===== config.mk =====
export PLATFORM = sky130hd
export DESIGN_NAME = unordered_key_table
export DESIGN_NICKNAME = d
export VERILOG_FILES = /design/src/design/ukt_pkg.sv /design/src/design/ukt_ram.sv /design/src/design/ukt_ctrl.sv /design/src/design/ukt_dp.sv /design/src/design/unordered_key_table.sv
export SDC_FILE = /design/constraint.sdc
export NUM_CORES = 1
export LEC_CHECK = 0
export BUFFER_PORTS_ARGS = -buffer_cell sky130_fd_sc_hd__buf_2
export CAP_MARGIN = 20
export CORE_UTILIZATION = 62
export DETAILED_ROUTE_END_ITERATION = 8
export GPL_ROUTABILITY_DRIVEN = 0
export PLACE_DENSITY = 0.79
export SYNTH_ARGS = -nofsm -noshare
export SYNTH_HDL_FRONTEND = slang
export SYNTH_SLANG_ARGS = --single-unit
export TNS_END_PERCENT = 10

===== constraint.sdc =====
create_clock -name clk -period 4.5 [get_ports clk]
set_clock_uncertainty 0.15 [all_clocks]
set_input_delay 0.675 -clock clk [delete_from_list [all_inputs] [get_ports clk]]
set_output_delay 0.675 -clock clk [all_outputs]
set_load 0.005 [all_outputs]

===== src/design/ukt_pkg.sv =====
// ---------------------------------------------------------------------------
// ukt_pkg
// Shared types and constants for the unordered key table.
// ---------------------------------------------------------------------------
`default_nettype none

package ukt_pkg;

  localparam int KEY_W   = 32;
  localparam int CMD_W   = 2;
  localparam int SLOT_W  = 4;
  localparam int STAT_W  = 2;
  localparam int FOUND_W = 4;
  localparam int ECNT_W  = 5;

  typedef enum logic [CMD_W-1:0] {
    CMD_INSERT = 2'd0,
    CMD_SEARCH = 2'd1,
    CMD_REMOVE = 2'd2
  } cmd_t;

  typedef enum logic [STAT_W-1:0] {
    ST_OK        = 2'd0,
    ST_FULL      = 2'd1,
    ST_NOT_FOUND = 2'd2,
    ST_BAD_SLOT  = 2'd3
  } status_t;

  typedef enum logic [2:0] {
    S_IDLE,
    S_INSERT,
    S_SCAN,
    S_RM_READ,
    S_RM_WRITE,
    S_FINISH
  } state_t;

  // controller -> datapath
  typedef struct packed {
    logic    latch;       // capture the input fields
    logic    scan_start;  // reset scan pointers
    logic    scan_step;   // issue next scan read, retire previous
    logic    capture_hit; // record slot of current compare
    logic    ram_we;
    logic    wr_remove;   // write moved entry into removed slot
    logic    rd_last;     // read address is the last stored entry
    logic    count_inc;
    logic    count_dec;
    logic    out_load;
    status_t res_code;
  } ukt_ctl_t;

  // datapath -> controller
  typedef struct packed {
    logic full;
    logic slot_ok;
    logic match;
    logic scan_done;
  } ukt_sts_t;

endpackage

`default_nettype wire


===== src/design/ukt_ram.sv =====
// ---------------------------------------------------------------------------
// ukt_ram
// Generic single-write, single-read RAM with registered read data.
// ---------------------------------------------------------------------------
`default_nettype none

module ukt_ram #(
  parameter int WIDTH = 32,
  parameter int DEPTH = 16
) (
  input  wire logic                     clk,
  input  wire logic                     we,
  input  wire logic [$clog2(DEPTH)-1:0] waddr,
  input  wire logic [WIDTH-1:0]         wdata,
  input  wire logic [$clog2(DEPTH)-1:0] raddr,
  output logic      [WIDTH-1:0]         rdata
);

  logic [WIDTH-1:0] mem [DEPTH];

  always_ff @(posedge clk) begin
    if (we) begin
      mem[waddr] <= wdata;
    end
    rdata <= mem[raddr];
  end

endmodule

`default_nettype wire


===== src/design/ukt_ctrl.sv =====
// ---------------------------------------------------------------------------
// ukt_ctrl
// Command sequencer: decodes a transaction and steps the datapath.
// ---------------------------------------------------------------------------
`default_nettype none

module ukt_ctrl (
  input  wire logic                       clk,
  input  wire logic                       rst,
  input  wire logic                       in_valid,
  output logic                            in_stall,
  input  wire logic [ukt_pkg::CMD_W-1:0]  cmd,
  output logic                            out_valid,
  input  wire logic                       out_stall,
  input  wire ukt_pkg::ukt_sts_t          sts,
  output ukt_pkg::ukt_ctl_t               ctl
);

  ukt_pkg::state_t  state, state_next;
  ukt_pkg::status_t res_code, res_code_next;
  logic             out_valid_next;
  logic             out_free;

  assign out_free = !out_valid || !out_stall;

  always_ff @(posedge clk) begin
    if (rst) begin
      state     <= ukt_pkg::S_IDLE;
      out_valid <= 1'b0;
    end else begin
      state     <= state_next;
      out_valid <= out_valid_next;
    end
  end

  always_ff @(posedge clk) begin
    res_code <= res_code_next;
  end

  always_comb begin
    state_next     = state;
    res_code_next  = res_code;
    out_valid_next = out_valid && out_stall;
    in_stall       = 1'b1;
    ctl            = '0;
    ctl.res_code   = res_code;

    unique case (state)
      ukt_pkg::S_IDLE: begin
        in_stall = 1'b0;
        if (in_valid) begin
          ctl.latch = 1'b1;
          unique case (ukt_pkg::cmd_t'(cmd))
            ukt_pkg::CMD_INSERT: state_next = ukt_pkg::S_INSERT;
            ukt_pkg::CMD_SEARCH: begin
              ctl.scan_start = 1'b1;
              state_next     = ukt_pkg::S_SCAN;
            end
            ukt_pkg::CMD_REMOVE: state_next = ukt_pkg::S_RM_READ;
            default: begin
              res_code_next = ukt_pkg::ST_OK;
              state_next    = ukt_pkg::S_FINISH;
            end
          endcase
        end
      end
      ukt_pkg::S_INSERT: begin
        if (sts.full) begin
          res_code_next = ukt_pkg::ST_FULL;
        end else begin
          ctl.ram_we    = 1'b1;
          ctl.count_inc = 1'b1;
          res_code_next = ukt_pkg::ST_OK;
        end
        state_next = ukt_pkg::S_FINISH;
      end
      ukt_pkg::S_SCAN: begin
        ctl.scan_step = 1'b1;
        if (sts.match) begin
          ctl.capture_hit = 1'b1;
          res_code_next   = ukt_pkg::ST_OK;
          state_next      = ukt_pkg::S_FINISH;
        end else if (sts.scan_done) begin
          res_code_next = ukt_pkg::ST_NOT_FOUND;
          state_next    = ukt_pkg::S_FINISH;
        end
      end
      ukt_pkg::S_RM_READ: begin
        ctl.rd_last = 1'b1;
        if (sts.slot_ok) begin
          state_next = ukt_pkg::S_RM_WRITE;
        end else begin
          res_code_next = ukt_pkg::ST_BAD_SLOT;
          state_next    = ukt_pkg::S_FINISH;
        end
      end
      ukt_pkg::S_RM_WRITE: begin
        ctl.ram_we    = 1'b1;
        ctl.wr_remove = 1'b1;
        ctl.count_dec = 1'b1;
        res_code_next = ukt_pkg::ST_OK;
        state_next    = ukt_pkg::S_FINISH;
      end
      ukt_pkg::S_FINISH: begin
        if (out_free) begin
          ctl.out_load   = 1'b1;
          out_valid_next = 1'b1;
          state_next     = ukt_pkg::S_IDLE;
        end
      end
      default: state_next = ukt_pkg::S_IDLE;
    endcase
  end

endmodule

`default_nettype wire


===== src/design/ukt_dp.sv =====
// ---------------------------------------------------------------------------
// ukt_dp
// Datapath: key store, entry count, scan pointers and result registers.
// ---------------------------------------------------------------------------
`default_nettype none

module ukt_dp #(
  parameter int CAPACITY = 16
) (
  input  wire logic                         clk,
  input  wire logic                         rst,
  input  wire ukt_pkg::ukt_ctl_t            ctl,
  output ukt_pkg::ukt_sts_t                 sts,
  input  wire logic [ukt_pkg::KEY_W-1:0]    in_key,
  input  wire logic [ukt_pkg::SLOT_W-1:0]   in_slot,
  output logic      [ukt_pkg::STAT_W-1:0]   status,
  output logic      [ukt_pkg::FOUND_W-1:0]  found_slot,
  output logic      [ukt_pkg::ECNT_W-1:0]   entry_count
);

  localparam int AW = $clog2(CAPACITY);
  localparam int CW = $clog2(CAPACITY + 1);

  logic [ukt_pkg::KEY_W-1:0]  key_q;
  logic [ukt_pkg::SLOT_W-1:0] slot_q;
  logic [CW-1:0]              count;
  logic [CW-1:0]              scan_idx;
  logic                       rd_pend;
  logic [AW-1:0]              rd_idx;
  logic [AW-1:0]              hit_slot;

  logic                       ram_we;
  logic [AW-1:0]              ram_waddr;
  logic [ukt_pkg::KEY_W-1:0]  ram_wdata;
  logic [AW-1:0]              ram_raddr;
  logic [ukt_pkg::KEY_W-1:0]  ram_rdata;
  logic                       scan_more;

  assign scan_more = scan_idx < count;

  always_comb begin
    sts.full      = count == CW'(CAPACITY);
    sts.slot_ok   = 32'(slot_q) < 32'(count);
    sts.match     = rd_pend && (ram_rdata == key_q);
    sts.scan_done = !rd_pend && !scan_more;
  end

  assign ram_we    = ctl.ram_we;
  assign ram_waddr = ctl.wr_remove ? AW'(slot_q) : AW'(count);
  assign ram_wdata = ctl.wr_remove ? ram_rdata : key_q;
  assign ram_raddr = ctl.rd_last ? AW'(count - CW'(1)) : AW'(scan_idx);

  ukt_ram #(
    .WIDTH (ukt_pkg::KEY_W),
    .DEPTH (CAPACITY)
  ) u_ram (
    .clk   (clk),
    .we    (ram_we),
    .waddr (ram_waddr),
    .wdata (ram_wdata),
    .raddr (ram_raddr),
    .rdata (ram_rdata)
  );

  always_ff @(posedge clk) begin
    if (rst) begin
      count   <= '0;
      rd_pend <= 1'b0;
    end else begin
      if (ctl.count_inc) begin
        count <= count + CW'(1);
      end else if (ctl.count_dec) begin
        count <= count - CW'(1);
      end
      if (ctl.scan_start) begin
        rd_pend <= 1'b0;
      end else if (ctl.scan_step) begin
        rd_pend <= scan_more;
      end
    end
  end

  always_ff @(posedge clk) begin
    if (ctl.latch) begin
      key_q    <= in_key;
      slot_q   <= in_slot;
      hit_slot <= '0;
    end
    if (ctl.scan_start) begin
      scan_idx <= '0;
    end else if (ctl.scan_step && scan_more) begin
      scan_idx <= scan_idx + CW'(1);
      rd_idx   <= AW'(scan_idx);
    end
    if (ctl.capture_hit) begin
      hit_slot <= rd_idx;
    end
    if (ctl.out_load) begin
      status      <= ctl.res_code;
      found_slot  <= ukt_pkg::FOUND_W'(hit_slot);
      entry_count <= ukt_pkg::ECNT_W'(count);
    end
  end

endmodule

`default_nettype wire


===== src/design/unordered_key_table.sv =====
// ---------------------------------------------------------------------------
// unordered_key_table
// Fixed-capacity unordered table of 32-bit keys: insert, search, remove.
// ---------------------------------------------------------------------------
// One transaction in gives exactly one result transaction out. Insert appends
// the key behind the stored entries (status full when the table holds
// CAPACITY keys). Search scans slots from 0 upward and returns the first slot
// holding the key, or status not-found. Remove at a slot below the count moves
// the last entry into that slot and drops the count; otherwise it reports a
// bad slot. Command code 3 does nothing and reports ok. Every result carries
// the count after the command; found_slot wraps to its port width when
// CAPACITY exceeds 16, and entry_count when CAPACITY exceeds 31. The block
// works on one transaction at a time. A search ends at the first match or
// after the last stored entry: the keys live in one RAM with a single
// registered read port, and the scan reads one entry per cycle through it.
// A finished result sits in an output register, so the next command is
// accepted while it waits to be taken.
// There is no clearing pass after reset; the count bounds every read.
// ---------------------------------------------------------------------------
`default_nettype none

module unordered_key_table #(
  parameter int CAPACITY = 16
) (
  input  wire logic                         clk,
  input  wire logic                         rst,
  // command channel
  input  wire logic                         in_valid,
  output logic                              in_stall,
  input  wire logic [ukt_pkg::CMD_W-1:0]    cmd,
  input  wire logic signed [ukt_pkg::KEY_W-1:0] key,
  input  wire logic [ukt_pkg::SLOT_W-1:0]   slot_index,
  // result channel
  output logic                              out_valid,
  input  wire logic                         out_stall,
  output logic      [ukt_pkg::STAT_W-1:0]   status,
  output logic      [ukt_pkg::FOUND_W-1:0]  found_slot,
  output logic      [ukt_pkg::ECNT_W-1:0]   entry_count
);

  ukt_pkg::ukt_ctl_t ctl;
  ukt_pkg::ukt_sts_t sts;

  // Sequencer: decode the command, walk the scan, hold the result until taken.
  ukt_ctrl u_ctrl (
    .clk       (clk),
    .rst       (rst),
    .in_valid  (in_valid),
    .in_stall  (in_stall),
    .cmd       (cmd),
    .out_valid (out_valid),
    .out_stall (out_stall),
    .sts       (sts),
    .ctl       (ctl)
  );

  // Datapath: key RAM, count, scan pointers and output registers.
  ukt_dp #(
    .CAPACITY (CAPACITY)
  ) u_dp (
    .clk         (clk),
    .rst         (rst),
    .ctl         (ctl),
    .sts         (sts),
    .in_key      (key),
    .in_slot     (slot_index),
    .status      (status),
    .found_slot  (found_slot),
    .entry_count (entry_count)
  );

endmodule

`default_nettype wire


* Word-level counts from Yosys, hierarchy flattened
Memories as Yosys holds them, arrays and structs flattened. A register that Yosys moved wholly into a read port is not among the register bits.
Index checks and enable logic that the tools add are counted.
** Cells by class
- Reduce and logical (&&, ||, !) cells :: 20
- Equality and inequality tests :: 14
- Multipliers :: 0
- Divide/modulo/power cells :: 0
- Magnitude comparators :: 2
- Bitwise operators :: 1
- Shifts and indexed selects :: 0
- Multiplexer cells :: 38
- $add $sub $neg :: 3
** Operators with widths (number)
- $eq 32x32->1 :: 1
- $mux 32 :: 1
- $mux 2 :: 8
- $mux 4 :: 4
- $mux 1 :: 15
- $pmux 3 s5 :: 1
- $mux 3 :: 4
- $add 5x1->5 const B :: 2
- $mux 5 :: 2
- $pmux 2 s5 :: 1
- $pmux 3 s3 :: 1
- $eq 3x2->1 const B :: 2
- $eq 3x3->1 const B :: 2
- $ne 2x2->1 const B :: 3
- $eq 5x5->1 const B :: 1
- $lt 4x5->1 :: 1
- $lt 5x5->1 :: 1
- $reduce_and 5->1 :: 1
- $reduce_bool 5->1 :: 1
- $sub 5x1->5 const B :: 1
- $logic_and 1x1->1 :: 4
- $logic_not 1->1 :: 4
- $reduce_bool 2->1 :: 2
- $reduce_or 2->1 :: 2
- other kinds (13) :: 13
** Word-level totals
- Input bits :: 42
- Output and inout bits :: 13
- RAM bits :: 512
- Register bits after elaboration :: 72
- Memory bits (read-only) :: 0
- Bits in latches :: 0
- Memories kept :: 1
- Logic and storage cells :: 92
** Memories
- u_dp.u_ram.mem :: depth 16, bits a word 32, rd ports 1, clocked after memory_dff 1, wr ports 1, line ukt_ram.sv:19 : logic [WIDTH-1:0] mem [DEPTH];

* Logic depth before layout (Yosys ltp)
Gate-level depths: netlist of run 1.
- Depth in word-level cells :: 6
- Gate-level depth with buffers :: 9
- Depth with buffers taken out :: 7

* Modules after synthesis
From an unflattened synthesis of run 1, not the netlist that was laid out.
** Unflattened totals
- Cells, all modules :: 1145
- Area total of the unflattened synthesis :: 23585.1 um2
** By module, submodules not included
- ukt_ram :: cells an instance 838, instances 1, seq. area each 16015.4 um2, area an instance 19835.3 um2
- ukt_dp :: cells an instance 251, instances 1, seq. area each 1871.8 um2, area an instance 3293.2 um2
- ukt_ctrl :: cells an instance 56, instances 1, seq. area each 140.1 um2, area an instance 456.7 um2

* Worst setup path after synthesis of run 1
Ideal clock, no wire load.
- Path kind :: reg2reg
- Start point :: reg u_dp.count[1]
- End point :: mem u_dp.u_ram.mem[7][0], enable pin
- Slack :: 0.881 ns
- Library setup time :: 0.421 ns
- Arrival time :: 3.048 ns
- Path buffers :: 1
- Stages on the path, launching flop included :: 9
- Period minus slack after synthesis :: 3.619 ns
- Data required time :: 3.929 ns
- Cells stage by stage :: dfxtp_1 -> buf_2 -> inv_1 -> ha_1 -> and4_1 -> nor3_2 -> nand2_1 -> o22a_1 -> nor2_1
** On the way
- Longest elaborated chain between the ends :: 5
- Elaborated cells between the ends (all ways) :: 6
- Classes of those cells :: eq/ne (1); mux (5)
** RTL lines
- start, declared :: line ukt_dp.sv:26 : logic [CW-1:0] count;
- start signal, assigned :: line ukt_dp.sv:71 : count <= count + CW'(1);
- start signal, assigned :: line ukt_dp.sv:73 : count <= count - CW'(1);
- $eq 5x5->1 :: line ukt_dp.sv:42 : sts.full = count == CW'(CAPACITY);
- $mux 1 :: line ukt_ctrl.sv:68 : if (sts.full) begin
- $pmux 1 s2 :: line ukt_ctrl.sv:48 : unique case (state)
- $mux 1 :: line ukt_ram.sv:22 : if (we) begin
- $mux 1 (implied by the code) :: line ukt_ram.sv:23 : mem[waddr] <= wdata;
- end, declared :: line ukt_ram.sv:19
Parallel ways exist; a longest one is shown, timed or not.

* Final worst setup path of run 1
- Start point :: reg u_dp.count[1]
- End point :: mem u_dp.u_ram.mem[10][6], enable pin
The elaborated chain is that of the path after synthesis.

==> metrics.txt, run 1 <==
worst-skew pair later-pin latency=about 0.61 ns; row count=73; top_reg_cell synth=edfxtp_1; Max Root-Sink Buffers=3; main combinational cell family by area after synthesis=multiplexers; Gate Count Post-Synth=1498; GRT Overall Usage=25.50%; grt total ovfl=0; Post-synth top cells=569 x edfxtp_1, 481 x mux2i_1, 107 x nand2_1; post-synthesis cell type count=52; Crit Path Max Fanout=25; Reg power frac=44.0%; Via Count=13140; net switching power=between 6000 and 7000 uW; drt wl/cell=24.06 um; Setup-failing EPs final=0; largest cells by area after synthesis=edfxtp_1 68%, mux2i_1 19%, dfxtp_1 3.7%, nand2_1 1.6%, xnor2_1 1.0%; Netlist Area Pre-Place=25170 um^2; Worst-path clk slew=about 0.060 ns; Final period util=79.98%; fin crit period=3.599 ns; die area=41400 um^2; Synth Area per Inst=16.80 um^2; TritonCTS clock tree=done; Final ANT Viol Nets=0; EDFF count, synth=569; hold_buf cts=0; Simple-Gate Fraction of Synth Area=4.126%; port bufs=54; Setup crit end kind=flip-flop; leakage=0.01095 uW; worst vdd ir=roughly 0.36 mV; pwr/cell area=between 600 and 700 nW/um^2; Yosys warning count=0; Adder-Cell Fraction of Synth Area=0.6463%; post-DR vias/cell=6.096; Slew HR=24.46%; HPWL after DPL=31820 um; Max-cap violations=0; Final TNS setup=0 ns; io pins=55; layout cells sized above 1=12.45%; post-synthesis register bit count=616; core area=between 30000 and 40000 um^2; Die Width=just over 200 um; Max Fclk=277.9 MHz; Synth area leader=edfxtp_1; WP data required=around 4.7 ns; Residual DRC=0; Overall Power=between 15000 and 20000 uW; CTS Buf Count=a little under 60; first-pass GRT wire length=slightly below 80000 um; sequential share of the synthesized area=between 70 and 80%; Clock Power Share=25.4%; Sw Share=32.63%; Post-synth ARST share=0%; root buffer cell=clkbuf_16; post-synthesis mux area share=19.22%; Syn Nets=around 1600; drt pass-1 iters=7; Post-Route WL=around 52000 um; share of the synthesized area in the top cell type=67.89%; drt initial violations=1275; largest net degree at the start of global routing=77; vias in the first global route=about 13000; combinational share of power=between 30 and 40%; Worst Setup Path Type=flip-flop to flip-flop; Pint=12640 uW; antenna violations before repair=1; Synth Area in XOR/XNOR=under 10%; status=completed; Final Max Slew Viols=0; nets=1639; PostCTS Resize Cnt=0; Die Span Y=203.5 um; Clock Sink Count=between 600 and 700; RSZ-0062 raised after global routing=false; type of origin of the critical path=flip-flop; WP data arrival=3.75 ns; htree depth=2; setup bufs post-CTS=0; Least-Margin Pin Slew=between 1 and 1.5 ns; final hold violations=0; HP Class=input port to flip-flop; count leader, synth=edfxtp_1; P&R area growth vs syn=11.77%; initial core utilization=63.05%; Synth Area in Compound Gates=1.322%
-- path summary, 6_finish.rpt --
| kind | from | endpoint | slack [ns] | depth (start not counted) |
|---|---|---|---|---|
| worst min-delay path | key[31] | u_dp.key_q[31]$_DFFE_PP_ | 0.09 | 1 |
| worst max register to register | u_dp.count[1]$_SDFFE_PP0P_ | u_dp.u_ram.mem[10][6]$_DFFE_PP_ | 0.90 | 7 |
| worst max-delay path | u_dp.count[1]$_SDFFE_PP0P_ | u_dp.u_ram.mem[10][6]$_DFFE_PP_ | 0.90 | 7 |
| worst min register to register | u_ctrl.res_code[1]$_DFFE_PP_ | u_dp.status[1]$_DFFE_PP_ | 0.27 | 0 |
-- layout make-up --
| type | count | area, um^2 |
|---|---|---|
| clock inverter | 31 | 281.5 |
| sequential | 616 | 18030 |
| inverter | 14 | 52.55 |
| tap | 525 | 656.9 |
| multi-input combinational | 801 | 6802 |
| clock buffer | 75 | 1587 |
| timing repair buffer | 93 | 720.7 |
| fill | 2432 | 11790 |
| antenna | 1 | 2.502 |
-- cells in the final DEF (no fill, tap or decap), types with 6 or more instances in the layout --
cell / n
xnor2_1: 30
a31oi_1: 6
clkinv_2: 7
nand4_1: 11
nor2_4: 16
buf_2: 54
clkinv_1: 16
inv_1: 11
clkbuf_1: 11
nor3_1: 15
nand3_1: 11
buf_12: 11
dfxtp_1: 47
nor2_1: 24
buf_4: 27
a21oi_1: 12
mux2i_1: 481
nand2b_1: 17
ha_1: 13
clkbuf_16: 59
edfxtp_1: 569
nand2_1: 106
-- power by group through the flow --
stage / Combinational [uW] / Clock, uW / Sequential, uW
finish: 5740 / 4770 / 8250
global route: 6110 / 5030 / 8310
CTS: 5710 / 4820 / 8240
detailed placement: 5670 / 0 / 8350
global placement: 5510 / 0 / 8320
floorplan: 4070 / 0 / 8170
-- flip-flops by register name (all words and copies together) (netlist names) --
| signal | flops |
|---|---|
| u_dp.slot_q | 4 |
| u_dp.hit_slot | 4 |
| u_dp.status | 2 |
| u_dp.key_q | 32 |
| u_dp.scan_idx | 5 |
| u_dp.found_slot | 4 |
| u_dp.rd_idx | 4 |
| u_ctrl.out_valid | 1 |
| u_dp.entry_count | 5 |
| u_ctrl.res_code | 2 |
| u_ctrl.state | 3 |
| u_dp.rd_pend | 1 |
| u_dp.u_ram.rdata | 32 |
| u_dp.u_ram.mem | 512 |
| u_dp.count | 5 |
-- per-layer routing --
layer	vias to the layer above	wire [um]	share of wire, %	track usage (%)
met5	-	0	0	0
met3	85	3835	7.4	4.171
met2	531	25530	49	42.27
met1	6607	21060	41	34.56
li1	5920	-	-	-
met4	0	1455	2.8	8.673
-- worst max-delay path: stages, from the launching register on --
cell     delay (ns)
dfxtp_1        0.52
inv_1          0.19
ha_1           0.28
and4_1         0.25
nor3_2         0.38
a32oi_1        0.43
nor2_4         0.79
buf_4          0.31
-- cells by family (layout without fill, tap and decap cells) --
| family | after synthesis | after routing |
|---|---|---|
| DFF | 616 | 616 |
| muxes | 482 | 482 |
| and+or+nand+nor | 225 | 225 |
| buffers and inverters | 81 | 213 |
| AOI/OAI and AO/OA | 50 | 50 |
| xor gates and xnor gates | 31 | 31 |
| adders and majority gates | 13 | 13 |
| other | 0 | 1 |
-- through the flow --
stage          instance area, um^2  hold slack, ns  instances  utilization (%)  setup slack, ns
6_report                     28130         0.09039       2156            70.47           0.9010
5_1_grt                      28130         0.07420       2155            70.47           0.6986
4_1_cts                      28090         0.06635       2153            70.38           0.8908
3_5_place_dp                 26220          0.2556       2047            65.70           0.9190
3_3_place_gp                 26220          0.2512       2047            65.70           0.9934
2_1_floorplan                25170          0.2503       1498                -           0.8811
Note: power is estimated with default switching activity, not from simulation.
==> run 2: changes to the inputs <==
--- a/config.mk
+++ b/config.mk
@@ -7,10 +7,10 @@
 export LEC_CHECK = 0
 export BUFFER_PORTS_ARGS = -buffer_cell sky130_fd_sc_hd__buf_2
 export CAP_MARGIN = 20
-export CORE_UTILIZATION = 62
+export CORE_UTILIZATION = 56
 export DETAILED_ROUTE_END_ITERATION = 8
 export GPL_ROUTABILITY_DRIVEN = 0
-export PLACE_DENSITY = 0.79
+export PLACE_DENSITY = 0.75
 export SYNTH_ARGS = -nofsm -noshare
 export SYNTH_HDL_FRONTEND = slang
 export SYNTH_SLANG_ARGS = --single-unit
==> constraint.sdc (replaced) <==
create_clock -name clk -period 3.1 [get_ports clk]
set_clock_uncertainty 0.15 [all_clocks]
set_input_delay 0.465 -clock clk [delete_from_list [all_inputs] [get_ports clk]]
set_output_delay 0.465 -clock clk [all_outputs]
set_load 0.005 [all_outputs]
==> run 2 against run 1 <==
  * Setup slack got worse by 0.57 ns
  * Critical path type unchanged
  * Combinational power rose by 51%
  * Largest power group unchanged
  * Cell area rose by 3.6%
  * Global-route usage shrank 2.3 points
  * Critical endpoint is now u_dp.u_ram.mem[14][0]$_DFFE_PP_
  * Clock-buffer cell count is 10 higher
  * Routed wire length up 1.5%
==> metrics.txt, run 2 (synthesized netlist as in run 1, its figures left out) <==
fin util=between 60% and 70%; io pins=55; nets=1702; WP data required=3.21 ns; initial core utilization=56.79%; Clock Sink Count=a little over 600; Final ANT Viol Nets=0; drt wl/cell=23.01 um; worst r2r dst=u_dp.u_ram.mem[14][0]$_DFFE_PP_; type of origin of the critical path=flip-flop; Final TNS setup=0 ns; max reg flops=512; htree depth=2; Least-Margin Pin Slew=approximately 1.2 ns; most frequent cells in the layout=569 x edfxtp_1, 481 x mux2i_1, 106 x nand2_1; combinational share of power=30.8%; Max Fclk=361.4 MHz; Sw Share=a little under a third; pwr/cell area=964.0 nW/um^2; Final Max Slew Viols=0; net switching power=8897 uW; most common cell after layout, fill and taps aside=edfxtp_1; # diodes=0; port bufs=54; post-route cell area=29150 um^2; Post-Route WL=52640 um; PostCTS Resize Cnt=0; TritonCTS clock tree=done; Die Span Y=214.0 um; layout cells sized above 1=13.74%; Worst Setup Path Type=flip-flop to flip-flop; row count=77; post-DR vias/cell=5.794; fillcell total=3034; Overall Power=28100 uW; leakage=around 0.011 uW; HP Class=input port to flip-flop; Worst-path clk slew=0.07 ns; Worst Setup EP=u_dp.u_ram.mem[14][0]$_DFFE_PP_; vias in the first global route=about 13000; Place WS=0.4183 ns; worst vdd ir=0.4925 mV; biggest regs=u_dp.u_ram.mem: 512 flops, u_dp.key_q: 32 flops, u_dp.u_ram.rdata: 32 flops; drt initial violations=1245; Pint=19200 uW; grt total ovfl=0; P&R area growth vs syn=15.80%; Final period util=about nine tenths; Slew HR=21.46%; Max-cap violations=0; Die Width=214.0 um; RSZ-0062 raised after global routing=false; Via Count=roughly 13000; Residual DRC=0; HPWL after DPL=about 31000 um; Setup-failing EPs final=0; core area=44320 um^2; most flop-heavy register=u_dp.u_ram.mem; worst-skew pair later-pin latency=slightly above 0.6 ns; Max Root-Sink Buffers=3; reg2reg path depth=7; drt pass-1 iters=7; largest net degree at the start of global routing=65; CTS Buf Count=60; fin crit period=roughly 2.8 ns; first-pass GRT wire length=79560 um; r2r startpoint=u_dp.count[0]$_SDFFE_PP0P_; WP data arrival=2.88 ns; root buffer cell=clkbuf_16; GRT Overall Usage=23.16%; Clock Power Share=26.9%; die area=between 40000 and 50000 um^2; status=completed; Setup WS post-layout=~0.33 ns; R2R Setup Slk=0.33 ns; Reg power frac=42.3%; Worst Setup SP=u_dp.count[0]$_SDFFE_PP0P_; Setup crit end kind=flip-flop; Post-DP Area=26710 um^2; antenna violations before repair=0; Crit Path Max Fanout=21; final hold violations=0
-- run 2: cell count changes in the layout (fill, tap and decap cells not counted), moves of 2 or more --
cell / previous run / this run
dlygate4sd3_1: 0 / 38
clkinv_1: 16 / 7
clkinv_2: 7 / 9
clkbuf_16: 59 / 61
buf_4: 27 / 34
buf_12: 11 / 28
clkbuf_1: 11 / 18
bufinv_16: 5 / 10
-- run 2: final cells by class --
type                       instances  area (um^2)  share of cell area (%)
clock buffer                      85         1677                   5.753
clock inverter                    26        380.4                   1.305
inverter                          14        52.55                  0.1803
multi-input combinational        801         6802                   23.34
sequential                       616        18030                   61.85
tap                              592        740.7                   2.541
timing repair buffer             154         1466                   5.031
-- run 2: per-layer routing --
metal | part of all wire, % | GRT usage (%) | up-vias
met5 | 0 | 0 | -
met4 | 2.3 | 6.475 | 0
met3 | 6.6 | 3.795 | 90
met2 | 47 | 37.16 | 455
met1 | 44 | 32.93 | 6669
li1 | - | - | 6043
-- run 2: worst max-delay path, stage by stage (launching register included) --
cell,delay (ns)
dfxtp_1,0.34
inv_2,0.09
ha_1,0.26
and4_1,0.23
nor3_2,0.28
a32oi_1,0.45
nor2_4,0.21
buf_4,0.37
-- run 2: power by group through the flow --
stage               Sequential [uW]  Clock (uW)  Combinational [uW]
floorplan                     11900           0                5910
global placement              12000           0                8280
detailed placement            12000           0                8550
CTS                           11900        7660                8650
global route                  12000        7980                9250
finish                        11900        7550                8650
-- run 2: worst min-delay path by stage --
| stage | depth (start not counted) | startpoint | to | slack (ns) |
|---|---|---|---|---|
| 2_1_floorplan | 0 | u_dp.hit_slot[0]$_SDFFCE_PN0P_ | u_dp.found_slot[0]$_DFFE_PP_ | 0.25 |
| 3_3_place_gp | 0 | u_ctrl.res_code[0]$_DFFE_PP_ | u_dp.status[0]$_DFFE_PP_ | 0.25 |
| 3_5_place_dp | 0 | u_ctrl.res_code[1]$_DFFE_PP_ | u_dp.status[1]$_DFFE_PP_ | 0.26 |
| 4_1_cts | 3 | in_valid | u_dp.scan_idx[4]$_SDFFE_PP0P_ | 0.14 |
| 5_1_grt | 3 | in_valid | u_dp.scan_idx[4]$_SDFFE_PP0P_ | 0.17 |
| 6_report | 4 | cmd[0] | u_ctrl.state[1]$_SDFFE_PP0P_ | 0.19 |
-- run 2: metrics by stage --
step,instances,hold WS (ns)
2_1_floorplan,1498,0.2503
3_3_place_gp,2139,0.2504
3_5_place_dp,2139,0.2556
4_1_cts,2288,0.1411
5_1_grt,2288,0.1664
6_report,2288,0.1890
-- run 2: repair_timing --
| item | CTS | global route |
|---|---|---|
| hold endpoints to repair | 38 | 0 |
| setup buffers | 0 | 0 |
| hold buffers | 38 | 0 |
